File: config.mk
export PLATFORM = sky130hd
export DESIGN_NAME = tce_ctrl
export DESIGN_NICKNAME = d
export VERILOG_FILES = /design/src/design/tce_pkg.sv /design/src/design/tce_ctrl.sv
export SDC_FILE = /design/constraint.sdc
export NUM_CORES = 1
export LEC_CHECK = 0
export BUFFER_PORTS_ARGS = -buffer_cell sky130_fd_sc_hd__buf_2
export CAP_MARGIN = 10
export CORE_AREA = 4 4 41 43
export CTS_BUF_LIST = sky130_fd_sc_hd__clkbuf_4
export CTS_CLUSTER_SIZE = 14
export DETAILED_ROUTE_END_ITERATION = 7
export DIE_AREA = 0 0 45 47
export GPL_TIMING_DRIVEN = 0
export PLACE_DENSITY = 0.48
export RECOVER_POWER = 50
export SETUP_SLACK_MARGIN = 0.02
export SYNTH_ARGS = -nofsm -noshare
export SYNTH_HDL_FRONTEND = slang
export SYNTH_SLANG_ARGS = --single-unit
File: constraint.sdc
create_clock -name i_clk -period 1.28 [get_ports i_clk]
set_input_delay 0.064 -clock i_clk [delete_from_list [all_inputs] [get_ports i_clk]]
set_output_delay 0.064 -clock i_clk [all_outputs]
set_load 0.005 [all_outputs]
File: src/design/tce_pkg.sv
`timescale 1ns / 1ps
// ----------------------------------------------------------------------------
// tce_pkg
// Shared sizes, codes and controller/datapath signal groups of the execute unit.
// ----------------------------------------------------------------------------
package tce_pkg;

    localparam int REG_COUNT   = 16;
    localparam int STACK_DEPTH = 64;
    localparam int MEM_WORDS   = 256;

    localparam int WORD_W    = 32;
    localparam int REG_IDX_W = $clog2(REG_COUNT);
    localparam int STK_IDX_W = (STACK_DEPTH > 1) ? $clog2(STACK_DEPTH) : 1;
    localparam int STK_CNT_W = $clog2(STACK_DEPTH + 1);
    localparam int MEM_IDX_W = (MEM_WORDS > 1) ? $clog2(MEM_WORDS) : 1;

    localparam int IN_DATA_W  = 104;
    localparam int IN_USER_W  = 6;
    localparam int OUT_DATA_W = 80;

    localparam logic [4:0] OP_HALT = 5'd0;
    localparam logic [4:0] OP_BR   = 5'd1;
    localparam logic [4:0] OP_BEQ  = 5'd2;
    localparam logic [4:0] OP_BNE  = 5'd3;
    localparam logic [4:0] OP_BG   = 5'd4;
    localparam logic [4:0] OP_BL   = 5'd5;
    localparam logic [4:0] OP_BGE  = 5'd6;
    localparam logic [4:0] OP_BLE  = 5'd7;
    localparam logic [4:0] OP_PUSH = 5'd8;
    localparam logic [4:0] OP_POP  = 5'd9;
    localparam logic [4:0] OP_ADD  = 5'd10;
    localparam logic [4:0] OP_SUB  = 5'd11;
    localparam logic [4:0] OP_MUL  = 5'd12;
    localparam logic [4:0] OP_DIV  = 5'd13;
    localparam logic [4:0] OP_MOD  = 5'd14;
    localparam logic [4:0] OP_MOV  = 5'd15;
    localparam logic [4:0] OP_LDR  = 5'd16;
    localparam logic [4:0] OP_STR  = 5'd17;

    localparam logic [1:0] KIND_REG = 2'd0;
    localparam logic [1:0] KIND_IMM = 2'd1;

    localparam logic [3:0] ST_OK    = 4'd0;
    localparam logic [3:0] ST_HALT  = 4'd1;
    localparam logic [3:0] ST_DEST  = 4'd2;
    localparam logic [3:0] ST_KIND  = 4'd3;
    localparam logic [3:0] ST_DIVZ  = 4'd4;
    localparam logic [3:0] ST_FULL  = 4'd5;
    localparam logic [3:0] ST_EMPTY = 4'd6;
    localparam logic [3:0] ST_ADDR  = 4'd7;
    localparam logic [3:0] ST_REG   = 4'd8;
    localparam logic [3:0] ST_OP    = 4'd9;

    typedef enum logic [1:0] {
        RD_NONE,
        RD_SECOND,
        RD_THIRD,
        RD_FIRST
    } t_rd_sel;

    typedef struct packed {
        logic    capture;
        t_rd_sel rd_sel;
        logic    check;
        logic    mul_en;
        logic    div_start;
        logic    commit;
    } t_cmd;

    typedef struct packed {
        logic ok;
        logic is_mul;
        logic is_div;
        logic div_done;
        logic out_free;
    } t_sts;

endpackage

File: src/design/tce_ctrl.sv
`timescale 1ns / 1ps
// ----------------------------------------------------------------------------
// tce_ctrl
// Sequencer of the execute unit: operand reads, checks, multi-cycle
// arithmetic and the final commit of one instruction.
// ----------------------------------------------------------------------------
module tce_ctrl (
    input  logic          i_clk,
    input  logic          i_rst_n,
    input  logic          i_in_valid,
    output logic          o_in_ready,
    input  tce_pkg::t_sts i_sts,
    output tce_pkg::t_cmd o_cmd
);
    import tce_pkg::*;

    typedef enum logic [2:0] {
        S_IDLE,
        S_RD_SECOND,
        S_RD_THIRD,
        S_RD_FIRST,
        S_CHECK,
        S_MUL,
        S_DIV,
        S_DONE
    } t_state;

    t_state r_state;
    t_state n_state;

    always_comb begin
        n_state = r_state;
        o_cmd   = '0;
        unique case (r_state)
            S_IDLE: begin
                o_cmd.capture = i_in_valid;
                if (i_in_valid) begin
                    n_state = S_RD_SECOND;
                end
            end
            S_RD_SECOND: begin
                o_cmd.rd_sel = RD_SECOND;
                n_state      = S_RD_THIRD;
            end
            S_RD_THIRD: begin
                o_cmd.rd_sel = RD_THIRD;
                n_state      = S_RD_FIRST;
            end
            S_RD_FIRST: begin
                o_cmd.rd_sel = RD_FIRST;
                n_state      = S_CHECK;
            end
            S_CHECK: begin
                o_cmd.check = 1'b1;
                if (i_sts.ok && i_sts.is_mul) begin
                    n_state = S_MUL;
                end else if (i_sts.ok && i_sts.is_div) begin
                    o_cmd.div_start = 1'b1;
                    n_state         = S_DIV;
                end else begin
                    n_state = S_DONE;
                end
            end
            S_MUL: begin
                o_cmd.mul_en = 1'b1;
                n_state      = S_DONE;
            end
            S_DIV: begin
                if (i_sts.div_done) begin
                    n_state = S_DONE;
                end
            end
            S_DONE: begin
                o_cmd.commit = i_sts.out_free;
                if (i_sts.out_free) begin
                    n_state = S_IDLE;
                end
            end
            default: n_state = S_IDLE;
        endcase
    end

    always_ff @(posedge i_clk) begin
        if (!i_rst_n) begin
            r_state <= S_IDLE;
        end else begin
            r_state <= n_state;
        end
    end

    assign o_in_ready = (r_state == S_IDLE);

endmodule

==> flow_metrics.py <==
metrics = {
    "outcome": {
        "status": "finished clean",
    },
    "placed_design": {
        "globalplace.congestion": 0.619,
        "io_buffers": 15,
        "dp_slack_ps": 152,
        "dp_hpwl_microns": 460,
        "place_area_sq_um": 338,
    },
    "setup_path": {
        "crit_path_start_kind": "flop",
        "cp_num_buf_inv": 2,
        "worstSetupPathType": "reg -> out",
        "crit_path_end_kind": "primary output",
        "r2r-end": "r_state[0]",
        "path_cells": "buf_6 > nor3b_4 > and4b_4 > buf_6",
        "worstPathArrival_ps": 1190,
        "path_common_cell": "buf_6",
        "r2r_setup_slack_ps": 110,
        "r2r-start": "r_state[0]",
        "crit_slowest_cell": "dfxtp_1",
        "cp.required_ps": 1220,
        "slowest_delay_ps": 300,
        "crit_fanout": 4,
        "crit_family": "simple AND/OR/NAND/NOR gates",
        "ff2ff_path_depth": 5,
    },
    "power_and_ir_drop": {
        "power.total_w": 0.000450,
        "ir_drop_v": 0.000436,
        "p_leak_nw": 0.194,
        "power_density_nw_per_um2": 1110,
    },
    "logic_synthesis": {
        "mappedNetlistArea_sq_um": 244,
        "netlist_instances": 28,
        "yosys.area.top_type_share_pct": 24.6,
        "synth_seq_cells": 3,
        "synth.area.top_cells": "dfxtp_1 (25%), buf_6 (9.2%), nor3b_4 (7.7%), nor4bb_2 (6.7%), nand2_1 (6.2%)",
        "syn_area_per_cell_sq_um": 8.71,
        "synth.yosys.warnings": 0,
        "ys_seq_area_share_pct": 24.6,
        "synthArstFlopShare_pct": 0,
        "ys.flop_type": "dfxtp_1",
        "syn-num-nets": 36,
        "yosysUniqueCellTypes": 18,
        "ys_top_cells_by_count": "nand2_1 (4), nor2_1 (4), dfxtp_1 (3)",
        "synth_top_area_cell": "dfxtp_1",
        "synth_edf_count": 0,
    },
    "hold_path": {
        "min_path_cells": 2,
        "hp-class": "in -> reg",
        "min_from": "i_rst_n",
        "hold_end": "r_state[2]",
    },
    "sta": {
        "fmax_mhz": 797,
        "fin_crit_sh_pct": 98.0,
        "finalMaxSlewViolations": 0,
        "hold_viol_final": 0,
        "tightest_slew_ps": 337,
        "fin_crit_ps": 1250,
        "setup_viol_count_final": 0,
        "maxSlewHeadroom_pct": 77.3,
        "final.setup.worst_slack_ps": 25.9,
        "rsz0062_at_grt": "yes",
        "skew_ps": 1.29,
    },
    "clock_network": {
        "cts_tree": "built",
        "clock_path_buffers": 2,
        "clk_pin_slew_ps": 40,
        "insertion_delay_ps": 230,
        "htreeDepth": 1,
        "cts.sink_count": 3,
        "cts-root-buf": "clkbuf_4",
        "cts_made_buffers": 3,
        "cts_hold_buf": 0,
    },
    "route": {
        "via_per_inst": 4.09,
        "drc_errors": 0,
        "drt_first_pass_iters": 3,
        "vias": 266,
        "wl_per_cell_microns": 9.75,
        "drtAntennaViolNets": 0,
        "drtIter0Drc": 4,
        "routed_wl_microns": 634,
    },
    "cells_and_area": {
        "drive_above_1_share_pct": 60.0,
        "nNetsFinal": 59,
        "largest-register": "r_state",
        "largest_reg_flops": 3,
        "layout-area-overhead-vs-synth_pct": 65.6,
        "fin_area_sq_um": 404,
        "diodes": 0,
        "top_regs": "r_state: 3 flops",
        "final_core_util_pct": 31.1,
    },
    "floorplan": {
        "coreArea_sq_um": 1300,
        "io-pin-count": 16,
        "initial_core_util_pct": 18.8,
        "die_h_microns": 47,
        "die-area_sq_um": 2120,
        "rows": 13,
        "die_w_microns": 45,
    },
    "job": {
        "drv_cap": 0,
    },
    "grt": {
        "grtUsageTotal_pct": 8.12,
        "antenna_found_initial": 0,
        "grt_pass1_vias": 294,
        "grt_max_degree": 11,
        "grt_pass1_wl_microns": 1150,
        "gr-total-overflow": 0,
    },
}
[where the power goes]
part | switching (W) | internal [W]
logic | 0.0000669 | 0.0000853
registers | 0.00000439 | 0.000105
clock network | 0.0000504 | 0.000138
total | 0.000122 | 0.000328
[cells in the final DEF (no fill, tap or decap), drive strengths merged]
cell and n:
dfxtp 3, buf 21, and2b 1, nand4bb 1, and2 1, nor4bb 1, nand2 4, nor3b 2
o21bai 1, nor2 4, nor3 1, a21oi 1, clkbuf 4, and4b 1, nor2b 2, o21ai 1
a211oi 1
[worst reg2reg max path, cell delays in order (launching register included)]
cell	delay [ps]
dfxtp_1	310
buf_6	130
nor3b_4	50
and4b_4	180
buf_4	130
nor4bb_2	270
[metrics by stage]
step           std cells  TNS [ps]  hold slack (ps)
3_5_place_dp          58         0              351
5_1_grt               65     -29.9             98.2
6_report              65         0              111
3_3_place_gp          58         0              350
4_1_cts               65         0              101
2_1_floorplan         28         0              216
[how the worst max path moves through the flow]
stage	start	endpoint	depth (start not counted)
CTS	r_state[1]	o_cmd[1]	4
global route	r_state[1]	o_cmd[1]	4
finish	r_state[1]	o_cmd[1]	4
detailed placement	r_state[2]	r_state[0]	4
floorplan	r_state[0]	r_state[0]	4
global placement	r_state[2]	r_state[0]	4
[cell families after synthesis]
logic type,share of synthesized area [%]
flops,24.6
buf+inv,12.3
simple gates,52.8
compound gates,10.3
[what timing repair did]
item,CTS,global route
resized for setup,1,2
pin swaps,2,0
setup endpoints to repair,1,2
buffers inserted,3,0
[layout make-up]
type / instances / area (sq um)
Multi-Input combinational cell: 22 / 161
Sequential cell: 3 / 60.1
Fill cell: 154 / 897
Tap cell: 15 / 18.8
Clock buffer: 4 / 30.0
Buffer: 3 / 30.0
Timing Repair Buffer: 18 / 104
[metal layers]
layer	share of wire, %	vias to the layer above	global-route usage, %
met5	0	-	0
met4	0	0	3.51
met3	8.0	0	6.13
met2	54	8	13.6
met1	38	118	7.47
li1	-	140	-
No activity file was read; power rests on OpenSTA's default activity.
